`src/sv/stt_pkg.sv`:
```
// Shared types, codes and character tables for the source text tokenizer.
package stt_pkg;

    localparam int COUNT_BITS_DEF  = 16;
    localparam int OFFSET_BITS_DEF = 32;

    // Bundle queue depth between scanner and emitter (power of two).
    localparam int QDEPTH = 2;

    localparam int NKW = 5;

    localparam logic [4:0] K_IDENT  = 5'd0;
    localparam logic [4:0] K_NUMBER = 5'd1;
    localparam logic [4:0] K_LET    = 5'd2;
    localparam logic [4:0] K_PLUS   = 5'd7;
    localparam logic [4:0] K_MINUS  = 5'd8;
    localparam logic [4:0] K_STAR   = 5'd9;
    localparam logic [4:0] K_SLASH  = 5'd10;
    localparam logic [4:0] K_EQUAL  = 5'd11;
    localparam logic [4:0] K_EQEQ   = 5'd12;
    localparam logic [4:0] K_GT     = 5'd13;
    localparam logic [4:0] K_LT     = 5'd14;
    localparam logic [4:0] K_LPAREN = 5'd15;
    localparam logic [4:0] K_RPAREN = 5'd16;
    localparam logic [4:0] K_LBRACE = 5'd17;
    localparam logic [4:0] K_RBRACE = 5'd18;
    localparam logic [4:0] K_SEMI   = 5'd19;
    localparam logic [4:0] K_EOF    = 5'd20;
    localparam logic [4:0] K_ERROR  = 5'd21;
    localparam logic [4:0] SYM_NONE = 5'd0;

    localparam logic [7:0] CH_NL  = 8'h0A;
    localparam logic [7:0] CH_CR  = 8'h0D;
    localparam logic [7:0] CH_TAB = 8'h09;
    localparam logic [7:0] CH_SP  = 8'h20;
    localparam logic [7:0] CH_EQ  = "=";
    localparam logic [7:0] CH_US  = "_";

    localparam logic [7:0] KW_TEXT [NKW][8] = '{
        '{"l", "e", "t", 8'h00, 8'h00, 8'h00, 8'h00, 8'h00},
        '{"p", "r", "i", "n", "t", 8'h00, 8'h00, 8'h00},
        '{"w", "h", "i", "l", "e", 8'h00, 8'h00, 8'h00},
        '{"i", "f", 8'h00, 8'h00, 8'h00, 8'h00, 8'h00, 8'h00},
        '{"e", "l", "s", "e", 8'h00, 8'h00, 8'h00, 8'h00}
    };
    localparam logic [2:0] KW_LEN [NKW] = '{3'd3, 3'd5, 3'd5, 3'd2, 3'd4};

    typedef enum logic [2:0] {
        MODE_IDLE,
        MODE_IDENT,
        MODE_NUMBER,
        MODE_EQUAL,
        MODE_DISCARD
    } mode_t;

    typedef struct packed {
        logic [7:0]  bad;
        logic [15:0] length;
        logic [31:0] offset;
        logic [15:0] column;
        logic [15:0] line;
        logic [4:0]  kind;
    } token_t;

    typedef struct packed {
        logic [1:0]       count;
        token_t [2:0]     tok;
    } bundle_t;

    function automatic logic is_letter(input logic [7:0] c);
        return (c >= "a" && c <= "z") || (c >= "A" && c <= "Z") || c == CH_US;
    endfunction

    function automatic logic is_digit(input logic [7:0] c);
        return c >= "0" && c <= "9";
    endfunction

    function automatic logic is_space(input logic [7:0] c);
        return c == CH_SP || c == CH_TAB || c == CH_CR || c == CH_NL;
    endfunction

    function automatic logic [4:0] symbol_kind(input logic [7:0] c);
        logic [4:0] k;
        unique case (c)
            "+":     k = K_PLUS;
            "-":     k = K_MINUS;
            "*":     k = K_STAR;
            "/":     k = K_SLASH;
            ">":     k = K_GT;
            "<":     k = K_LT;
            "(":     k = K_LPAREN;
            ")":     k = K_RPAREN;
            "{":     k = K_LBRACE;
            "}":     k = K_RBRACE;
            ";":     k = K_SEMI;
            default: k = SYM_NONE;
        endcase
        return k;
    endfunction

    // Keywords whose character at position pos equals c.
    function automatic logic [NKW-1:0] kw_hit(input logic big, input logic [2:0] pos,
                                               input logic [7:0] c);
        logic [NKW-1:0] m;
        for (int k = 0; k < NKW; k++) begin
            m[k] = !big && (pos < KW_LEN[k]) && (KW_TEXT[k][pos] == c);
        end
        return m;
    endfunction

    function automatic logic [4:0] close_kind(input mode_t mode, input logic [NKW-1:0] cand,
                                              input logic [NKW-1:0] eqlen);
        logic [4:0] kind;
        kind = K_IDENT;
        unique case (mode)
            MODE_IDENT: begin
                for (int k = 0; k < NKW; k++) begin
                    if (cand[k] && eqlen[k]) begin
                        kind = 5'(K_LET + 5'(k));
                    end
                end
            end
            MODE_NUMBER: kind = K_NUMBER;
            MODE_EQUAL:  kind = K_EQUAL;
            default:     kind = K_IDENT;
        endcase
        return kind;
    endfunction

endpackage

```
`src/sv/stt_scan.sv`:
```
// Front end: accepts bytes, tracks position and builds the token bundle of each transfer.
module stt_scan #(
    parameter int COUNT_BITS  = stt_pkg::COUNT_BITS_DEF,
    parameter int OFFSET_BITS = stt_pkg::OFFSET_BITS_DEF
) (
    input  logic             aclk,
    input  logic             aresetn,
    input  logic             in_fire,
    input  logic [7:0]       in_byte,
    input  logic             in_final,
    input  logic             in_nobyte,
    output logic             push,
    output stt_pkg::bundle_t push_bundle
);
    import stt_pkg::*;

    mode_t                  mode_reg, mode_next, mode_mid;
    logic [COUNT_BITS-1:0]  line_reg, line_next, line_mid;
    logic [COUNT_BITS-1:0]  col_reg, col_next, col_mid;
    logic [COUNT_BITS-1:0]  pcol_reg, pcol_next, pcol_mid;
    logic [COUNT_BITS-1:0]  plen_reg, plen_next, plen_mid;
    logic [OFFSET_BITS-1:0] off_reg, off_next, off_mid;
    logic [OFFSET_BITS-1:0] poff_reg, poff_next, poff_mid;
    logic [NKW-1:0]         cand_reg, cand_next, cand_mid;

    logic active, cont, close_a, eqeq_a, sym_a, err_a, close_b, eof_b;
    logic pos_big;
    logic [NKW-1:0] eqlen_reg, eqlen_mid;

    logic [COUNT_BITS+15:0]  line_rx, line_mx, col_rx, col_mx;
    logic [COUNT_BITS+15:0]  pcol_rx, pcol_mx, plen_rx, plen_mx;
    logic [OFFSET_BITS+31:0] off_rx, off_mx, poff_rx, poff_mx;

    token_t         ct [4];
    logic [3:0]     cv;
    bundle_t        bun;
    logic [1:0]     n;

    function automatic logic [COUNT_BITS-1:0] sat_inc(input logic [COUNT_BITS-1:0] v);
        return (&v) ? v : v + 1'b1;
    endfunction

    // Output fields carry the low bits of the counters.
    assign line_rx = {16'd0, line_reg};
    assign line_mx = {16'd0, line_mid};
    assign col_rx  = {16'd0, col_reg};
    assign col_mx  = {16'd0, col_mid};
    assign pcol_rx = {16'd0, pcol_reg};
    assign pcol_mx = {16'd0, pcol_mid};
    assign plen_rx = {16'd0, plen_reg};
    assign plen_mx = {16'd0, plen_mid};
    assign off_rx  = {32'd0, off_reg};
    assign off_mx  = {32'd0, off_mid};
    assign poff_rx = {32'd0, poff_reg};
    assign poff_mx = {32'd0, poff_mid};

    assign pos_big = plen_reg > COUNT_BITS'(7);

    always_comb begin
        for (int k = 0; k < NKW; k++) begin
            eqlen_reg[k] = plen_reg == COUNT_BITS'(KW_LEN[k]);
            eqlen_mid[k] = plen_mid == COUNT_BITS'(KW_LEN[k]);
        end
    end

    // Next state: byte handling first, then end of text.
    always_comb begin
        mode_mid = mode_reg;
        line_mid = line_reg;
        col_mid  = col_reg;
        off_mid  = off_reg;
        pcol_mid = pcol_reg;
        poff_mid = poff_reg;
        plen_mid = plen_reg;
        cand_mid = cand_reg;
        cont     = 1'b0;
        close_a  = 1'b0;
        eqeq_a   = 1'b0;
        sym_a    = 1'b0;
        err_a    = 1'b0;
        active   = !in_nobyte && mode_reg != MODE_DISCARD;

        if (active) begin
            unique case (mode_reg)
                MODE_IDENT: begin
                    if (is_letter(in_byte) || is_digit(in_byte)) begin
                        cont     = 1'b1;
                        cand_mid = cand_reg & kw_hit(pos_big, plen_reg[2:0], in_byte);
                        plen_mid = sat_inc(plen_reg);
                    end else begin
                        close_a = 1'b1;
                    end
                end
                MODE_NUMBER: begin
                    if (is_digit(in_byte)) begin
                        cont     = 1'b1;
                        plen_mid = sat_inc(plen_reg);
                    end else begin
                        close_a = 1'b1;
                    end
                end
                MODE_EQUAL: begin
                    if (in_byte == CH_EQ) begin
                        cont     = 1'b1;
                        eqeq_a   = 1'b1;
                        mode_mid = MODE_IDLE;
                    end else begin
                        close_a = 1'b1;
                    end
                end
                default: ;
            endcase
            if (close_a) begin
                mode_mid = MODE_IDLE;
            end
            if (!cont) begin
                priority if (is_space(in_byte)) begin
                end else if (is_letter(in_byte) || is_digit(in_byte) || in_byte == CH_EQ) begin
                    mode_mid = is_letter(in_byte) ? MODE_IDENT :
                               is_digit(in_byte)  ? MODE_NUMBER : MODE_EQUAL;
                    pcol_mid = col_reg;
                    poff_mid = off_reg;
                    plen_mid = COUNT_BITS'(1);
                    cand_mid = kw_hit(1'b0, 3'd0, in_byte);
                end else if (symbol_kind(in_byte) != SYM_NONE) begin
                    sym_a = 1'b1;
                end else begin
                    err_a    = 1'b1;
                    mode_mid = MODE_DISCARD;
                end
            end
            // Advance the position past this byte.
            if (in_byte == CH_NL) begin
                line_mid = sat_inc(line_reg);
                col_mid  = COUNT_BITS'(1);
            end else begin
                col_mid = sat_inc(col_reg);
            end
            off_mid = off_reg + 1'b1;
        end

        close_b = in_final && (mode_mid == MODE_IDENT || mode_mid == MODE_NUMBER ||
                               mode_mid == MODE_EQUAL);
        eof_b   = in_final && mode_mid != MODE_DISCARD;

        if (in_final) begin
            mode_next = MODE_IDLE;
            line_next = COUNT_BITS'(1);
            col_next  = COUNT_BITS'(1);
            off_next  = '0;
            pcol_next = COUNT_BITS'(1);
            poff_next = '0;
            plen_next = '0;
            cand_next = '1;
        end else begin
            mode_next = mode_mid;
            line_next = line_mid;
            col_next  = col_mid;
            off_next  = off_mid;
            pcol_next = pcol_mid;
            poff_next = poff_mid;
            plen_next = plen_mid;
            cand_next = cand_mid;
        end
    end

    // Outputs: candidate tokens in model order, then packed into the bundle.
    always_comb begin
        ct[0].kind   = eqeq_a ? K_EQEQ : close_kind(mode_reg, cand_reg, eqlen_reg);
        ct[0].line   = line_rx[15:0];
        ct[0].column = pcol_rx[15:0];
        ct[0].offset = poff_rx[31:0];
        ct[0].length = eqeq_a ? 16'd2 : plen_rx[15:0];
        ct[0].bad    = 8'd0;
        cv[0]        = in_fire && (close_a || eqeq_a);

        ct[1].kind   = err_a ? K_ERROR : symbol_kind(in_byte);
        ct[1].line   = line_rx[15:0];
        ct[1].column = col_rx[15:0];
        ct[1].offset = off_rx[31:0];
        ct[1].length = 16'd1;
        ct[1].bad    = err_a ? in_byte : 8'd0;
        cv[1]        = in_fire && (sym_a || err_a);

        ct[2].kind   = close_kind(mode_mid, cand_mid, eqlen_mid);
        ct[2].line   = line_mx[15:0];
        ct[2].column = pcol_mx[15:0];
        ct[2].offset = poff_mx[31:0];
        ct[2].length = plen_mx[15:0];
        ct[2].bad    = 8'd0;
        cv[2]        = in_fire && close_b;

        ct[3].kind   = K_EOF;
        ct[3].line   = line_mx[15:0];
        ct[3].column = col_mx[15:0];
        ct[3].offset = off_mx[31:0];
        ct[3].length = 16'd0;
        ct[3].bad    = 8'd0;
        cv[3]        = in_fire && eof_b;

        // At most three of the four are ever set.
        bun = '0;
        n   = 2'd0;
        for (int i = 0; i < 4; i++) begin
            if (cv[i]) begin
                bun.tok[n] = ct[i];
                n          = n + 2'd1;
            end
        end
        bun.count = n;
    end

    assign push        = |cv;
    assign push_bundle = bun;

    always_ff @(posedge aclk) begin
        if (!aresetn) begin
            mode_reg <= MODE_IDLE;
            line_reg <= COUNT_BITS'(1);
            col_reg  <= COUNT_BITS'(1);
            off_reg  <= '0;
            pcol_reg <= COUNT_BITS'(1);
            poff_reg <= '0;
            plen_reg <= '0;
            cand_reg <= '1;
        end else if (in_fire) begin
            mode_reg <= mode_next;
            line_reg <= line_next;
            col_reg  <= col_next;
            off_reg  <= off_next;
            pcol_reg <= pcol_next;
            poff_reg <= poff_next;
            plen_reg <= plen_next;
            cand_reg <= cand_next;
        end
    end

endmodule

```
`src/sv/stt_queue.sv`:
```
// Short queue of token bundles between the scanner and the emitter.
module stt_queue (
    input  logic             aclk,
    input  logic             aresetn,
    input  logic             push,
    input  stt_pkg::bundle_t push_bundle,
    input  logic             pop,
    output logic             q_valid,
    output logic             q_full,
    output stt_pkg::bundle_t q_bundle
);
    import stt_pkg::*;

    localparam int QAW = (QDEPTH > 1) ? $clog2(QDEPTH) : 1;

    bundle_t          mem_reg [QDEPTH];
    logic [QAW-1:0]   wptr_reg, rptr_reg;
    logic [QAW:0]     cnt_reg, cnt_next;

    assign q_valid  = cnt_reg != '0;
    assign q_full   = cnt_reg == (QAW+1)'(QDEPTH);
    assign q_bundle = mem_reg[rptr_reg];

    always_comb begin
        cnt_next = cnt_reg;
        if (push && !pop) begin
            cnt_next = cnt_reg + 1'b1;
        end else if (pop && !push) begin
            cnt_next = cnt_reg - 1'b1;
        end
    end

    always_ff @(posedge aclk) begin
        if (push) begin
            mem_reg[wptr_reg] <= push_bundle;
        end
    end

    always_ff @(posedge aclk) begin
        if (!aresetn) begin
            wptr_reg <= '0;
            rptr_reg <= '0;
            cnt_reg  <= '0;
        end else begin
            if (push) begin
                wptr_reg <= wptr_reg + 1'b1;
            end
            if (pop) begin
                rptr_reg <= rptr_reg + 1'b1;
            end
            cnt_reg <= cnt_next;
        end
    end

endmodule

```
`src/sv/stt_emit.sv`:
```
// Back end: holds one bundle and sends its tokens out one transfer at a time.
module stt_emit (
    input  logic             aclk,
    input  logic             aresetn,
    input  logic             q_valid,
    input  stt_pkg::bundle_t q_bundle,
    output logic             pop,
    output logic             m_tvalid,
    input  logic             m_tready,
    output logic [87:0]      m_tdata,
    output logic [4:0]       m_tuser,
    output logic             m_tlast
);
    import stt_pkg::*;

    bundle_t    bun_reg;
    logic [1:0] idx_reg;
    logic       busy_reg;
    logic       last, done;
    token_t     tok;

    assign tok      = bun_reg.tok[idx_reg];
    assign last     = idx_reg == bun_reg.count - 2'd1;
    assign done     = busy_reg && m_tready && last;
    assign pop      = q_valid && (!busy_reg || done);

    assign m_tvalid = busy_reg;
    assign m_tdata  = {tok.bad, tok.length, tok.offset, tok.column, tok.line};
    assign m_tuser  = tok.kind;
    assign m_tlast  = last;

    always_ff @(posedge aclk) begin
        if (pop) begin
            bun_reg <= q_bundle;
        end
    end

    always_ff @(posedge aclk) begin
        if (!aresetn) begin
            busy_reg <= 1'b0;
            idx_reg  <= 2'd0;
        end else if (pop) begin
            busy_reg <= 1'b1;
            idx_reg  <= 2'd0;
        end else if (done) begin
            busy_reg <= 1'b0;
        end else if (busy_reg && m_tready) begin
            idx_reg <= idx_reg + 2'd1;
        end
    end

endmodule

```
`src/sv/source_text_tokenizer_core.sv`:
```
// Tokens pass through the bundle queue and the emitter's bundle register to m_.
// Throughput: one byte per cycle while s_tready is high; one token per cycle out
// while m_tready is high, so the tokens that a byte closes leave in turn, and the
// two-entry bundle queue sets how far input runs ahead before s_tready drops.
// Reset: aresetn low clears scan state to line 1 column 1, empties the queue.
module source_text_tokenizer_core #(
    parameter int COUNT_BITS  = stt_pkg::COUNT_BITS_DEF,
    parameter int OFFSET_BITS = stt_pkg::OFFSET_BITS_DEF
) (
    input  logic        aclk,
    input  logic        aresetn,
    input  logic        s_tvalid,
    output logic        s_tready,
    input  logic [7:0]  s_tdata,  // text_byte
    input  logic        s_tlast,  // is_final
    input  logic        s_tuser,  // no_byte
    output logic        m_tvalid,
    input  logic        m_tready,
    // token_line[15:0], token_column[31:16], lexeme_offset[63:32],
    // lexeme_length[79:64], offending_byte[87:80]
    output logic [87:0] m_tdata,
    output logic [4:0]  m_tuser,  // token_kind
    output logic        m_tlast   // run_end
);
    import stt_pkg::*;

    logic    in_fire, push, pop, q_valid, q_full;
    bundle_t push_bundle, q_bundle;

    assign s_tready = !q_full;
    assign in_fire  = s_tvalid && s_tready;

    stt_scan #(
        .COUNT_BITS  (COUNT_BITS),
        .OFFSET_BITS (OFFSET_BITS)
    ) u_scan (
        .aclk        (aclk),
        .aresetn     (aresetn),
        .in_fire     (in_fire),
        .in_byte     (s_tdata),
        .in_final    (s_tlast),
        .in_nobyte   (s_tuser),
        .push        (push),
        .push_bundle (push_bundle)
    );

    stt_queue u_queue (
        .aclk        (aclk),
        .aresetn     (aresetn),
        .push        (push),
        .push_bundle (push_bundle),
        .pop         (pop),
        .q_valid     (q_valid),
        .q_full      (q_full),
        .q_bundle    (q_bundle)
    );

    stt_emit u_emit (
        .aclk     (aclk),
        .aresetn  (aresetn),
        .q_valid  (q_valid),
        .q_bundle (q_bundle),
        .pop      (pop),
        .m_tvalid (m_tvalid),
        .m_tready (m_tready),
        .m_tdata  (m_tdata),
        .m_tuser  (m_tuser),
        .m_tlast  (m_tlast)
    );

endmodule
```
`config.mk`:
```
export PLATFORM = sky130hd
export DESIGN_NAME = source_text_tokenizer_core
export DESIGN_NICKNAME = d
export VERILOG_FILES = /design/src/sv/stt_pkg.sv /design/src/sv/stt_scan.sv /design/src/sv/stt_queue.sv /design/src/sv/stt_emit.sv /design/src/sv/source_text_tokenizer_core.sv
export SDC_FILE = /design/constraint.sdc
export NUM_CORES = 1
export LEC_CHECK = 0
export ABC_AREA = 0
export BUFFER_PORTS_ARGS = -buffer_cell sky130_fd_sc_hd__buf_2
export CELL_PAD_IN_SITES_DETAIL_PLACEMENT = 0
export CELL_PAD_IN_SITES_GLOBAL_PLACEMENT = 2
export CORE_AREA = 2 2 337 339
export CTS_CLUSTER_SIZE = 8
export DETAILED_ROUTE_END_ITERATION = 8
export DIE_AREA = 0 0 339 341
export PLACE_DENSITY = 0.82
export SLEW_MARGIN = 20
export SYNTH_ARGS = -nofsm -noshare
export SYNTH_HDL_FRONTEND = slang
export SYNTH_SLANG_ARGS = --single-unit
export TNS_END_PERCENT = 50
```
`constraint.sdc`:
```
create_clock -name aclk -period 17.8 [get_ports aclk]
set_clock_uncertainty 0.05 [all_clocks]
set_input_delay 2.67 -clock aclk [delete_from_list [all_inputs] [get_ports aclk]]
set_output_delay 2.67 -clock aclk [all_outputs]
set_load 0.01 [all_outputs]
```
==> metrics.md <==
| Metric | Value |
|---|---|
| Status | complete, no violations |
| Clock Latency Late Sink | 0.74 ns |
| Max reg flops | 546 |
| Post-Syn Nets | 3458 |
| Post-route minimum period | 8.25 ns |
| Max Cap Viol | 0 |
| Max VDD drop | 0.0870 mV |
| Worst-path maximum fanout | 68 |
| CTS Hold Buffers Added | 0 |
| Largest area contributor in the netlist | edfxtp_1 |
| Delay-heaviest family, CP | compound AO/OA/AOI/OAI gates |
| Row count | 123 |
| Tot GR Track Use | 19.6% |
| CTS tree | done |
| Synth Area per Inst | 12.7 sq um |
| Total of fill cells in the finished design | 10100 |
| Non-filler cells, final | 5056 |
| First-pass GRT wire length | 173000 um |
| Total detailed-routing wirelength | 115000 um |
| Setup CP Type | input pin to flop |
| Vias in the first global route | 28100 |
| CP Data Arrival Time | 8.79 ns |
| Primary FF master, synth | edfxtp_1 |
| Final Cycle Share | 46.3% |
| Post-DR vias/cell | 5.59 |
| Reg clk slew, reported paths | 0.05 ns |
| Power Dens Cells | 135 nW/um^2 |
| Reg2reg setup slack | 11.04 ns |
| # placed instances | 4801 |
| Root Driver | clkbuf_16 |
| Ys Warns | 0 |
| Critical-path top delay cell | buf_4 |
| Worst setup SP type | input pin |
| WP data required | 18.34 ns |
| Slew Limit Fails | 0 |
| Design Area, Final | 49300 sq um |
| Synth Cell Area | 43400 sq um |
| Area Growth Syn to Fin | 13.6% |
| Total number of vias | 28300 |
| Placeable Area | 112000 sq um |
| DRT antenna net count | 0 |
| Count of different cell masters after synthesis | 89 |
| Async SR Flop Fraction | 0% |
| Post-Synthesis Cells | 3425 |
| Psw | 0.00180 W |
| RD Place Congestion | 0.845 |
| Comb pwr share | 16.6% |
| Die Footprint | 116000 sq um |
| DP Area | 45200 sq um |
| Num CTS Buffers | 139 |
| Final WS setup | 9.55 ns |
| IO Count | 110 |
| Worst-Margin Slew | 1.12 ns |
| Dpl hpwl | 66600 um |
| Overflow after GRT | 0 |
| Most common cell after layout, fill and taps aside | edfxtp_1 |
| CTS max path bufs | 3 |
| Net Sw Frac | 27.0% |
| Layout cells sized above 1 | 18.2% |
| Antenna violations before repair | 2 |
| Clock share of power | 36.5% |
| Largest cells by area after synthesis | edfxtp_1 (57%), mux2_2 (7.1%), dfxtp_1 (6.6%), mux2i_1 (3.2%), nand2_1 (2.8%) |
| Drt wl/cell | 22.8 um |
| Leakage power total | 16.0 nW |
| Most frequent cells in the layout | edfxtp_1 (819), nand2_1 (327), mux2_2 (275) |
| Dpl ws | 8.88 ns |
| Post_cts resized | 0 |
| DIE WIDTH | 339 um |
| Setup Viol. Count Final | 0 |
| Largest net degree at the start of global routing | 154 |
| Cell-by-cell listing of the critical path | buf_2 > nand2b_1 > or3_1 > o21ai_1 > a211o_2 > a22o_1 > a31oi_4 > and2_1 > xnor2_1 > inv_1 > ha_1 > nand2_1 > a41oi_1 > buf_4 > a31oi_4 > buf_4 > nand2_1 > o21ai_2 > a221o_1 |
| Int Power | 0.00487 W |
| Die Y-Extent | 341 um |
| Post-CTS Setup Bufs | 0 |
| CP Buf/Inv Count | 4 |
| Router iterations before antenna repair | 6 |
| RSZ-0062 raised after global routing | false |
| Reg power frac | 46.9% |
| Synth top area share | 56.6% |
| # clock sinks | 962 |
| DRC violations left | 0 |
| Worst slew margin relative to its limit | 25.3% |
| Buffers added on ports | 109 |
| Endpoints failing hold | 0 |
| HP Class | flop to flop |
| Sequential share of the synthesized area | 63.2% |
| CTS H-tree depth | 4 |
| Post-synth EDFFs | 819 |
| Total negative setup slack | 0 ns |
| Worst Setup End Kind | flop |
| Max incr delay on CP | 0.81 ns |
| Max Clk Rate | 0.121 GHz |
| Initial core utilization | 38.8% |
| #FFs+latches synth | 962 |
| Nets | 3476 |
| Initial DRC count | 2552 |
[cells by family (layout without fill, tap and decap cells)]
kind of cell,after synthesis,count (layout),synth area share [%]
AOI/OAI and AO/OA,700,700,10.9
muxes,415,415,10.4
and+or+nand+nor,959,959,10.8
DFF,962,962,63.2
adders and majority gates,19,19,0.547
other,0,2,0
xor gates and xnor gates,65,65,1.31
buffers and inverters,305,434,2.82
[per-layer routing]
layer  vias up  GRT usage, %  wire length, um
met3       215          4.61             8320
met2       995          31.4            53700
li1      13000             -                -
met5         -             0               10
met1     14000          26.1            50200
met4         2          6.96             3250
[synthesized netlist by cell type, drive strengths merged, types with 17 or more instances]
cell / number
nand2b: 18
or3: 21
nor3: 34
a221oi: 37
clkbuf: 220
a21oi: 58
buf: 63
nor2b: 97
a221o: 17
o221ai: 28
nand2: 330
xnor2: 32
nand3: 70
o22ai: 21
xor2: 33
nand4: 25
and3: 34
a31oi: 18
dfxtp: 143
inv: 22
mux2i: 140
o21ai: 250
a22oi: 126
and2: 62
ha: 19
o31ai: 43
nor2: 200
mux2: 275
edfxtp: 819
[final timing paths]
| kind | start | cells past startpoint | to |
|---|---|---|---|
| worst max-delay path | s_tdata[0] | 19 | u_queue.mem_reg[1][133] |
| worst min-delay path | u_queue.mem_reg[0][1] | 1 | u_emit.bun_reg[1] |
| worst max register to register | u_scan.mode_reg[0] | 19 | u_queue.mem_reg[1][133] |
| worst min register to register | u_queue.mem_reg[0][1] | 1 | u_emit.bun_reg[1] |
[power groups by stage]
stage,Combinational (W),Sequential [W],Clock (W)
global route,0.00120,0.00317,0.00259
global placement,0.00112,0.00316,0
floorplan,0.000714,0.00327,0
CTS,0.00114,0.00314,0.00249
detailed placement,0.00113,0.00318,0
finish,0.00111,0.00313,0.00243
[through the flow]
stage	power, W	util [%]	hold slack, ns
6_report	0.00667	44.1	0.485
5_1_grt	0.00696	44.1	0.494
4_1_cts	0.00676	44.1	0.486
3_5_place_dp	0.00431	40.4	0.474
3_3_place_gp	0.00428	40.4	0.474
2_1_floorplan	0.00399	-	0.430
[layout make-up]
type	instances	area [sq um]	share of cell area, %
inverters	22	82.6	0.167
flip-flops and latches	962	27500	55.7
clock inverters	16	199	0.403
well taps	1500	1880	3.80
clock buffers	236	3860	7.83
repair buffers	160	987	2.00
diodes	2	5.00	0.0101
multi-input cells	2158	14900	30.1
Note: power is estimated with default switching activity, not from simulation.
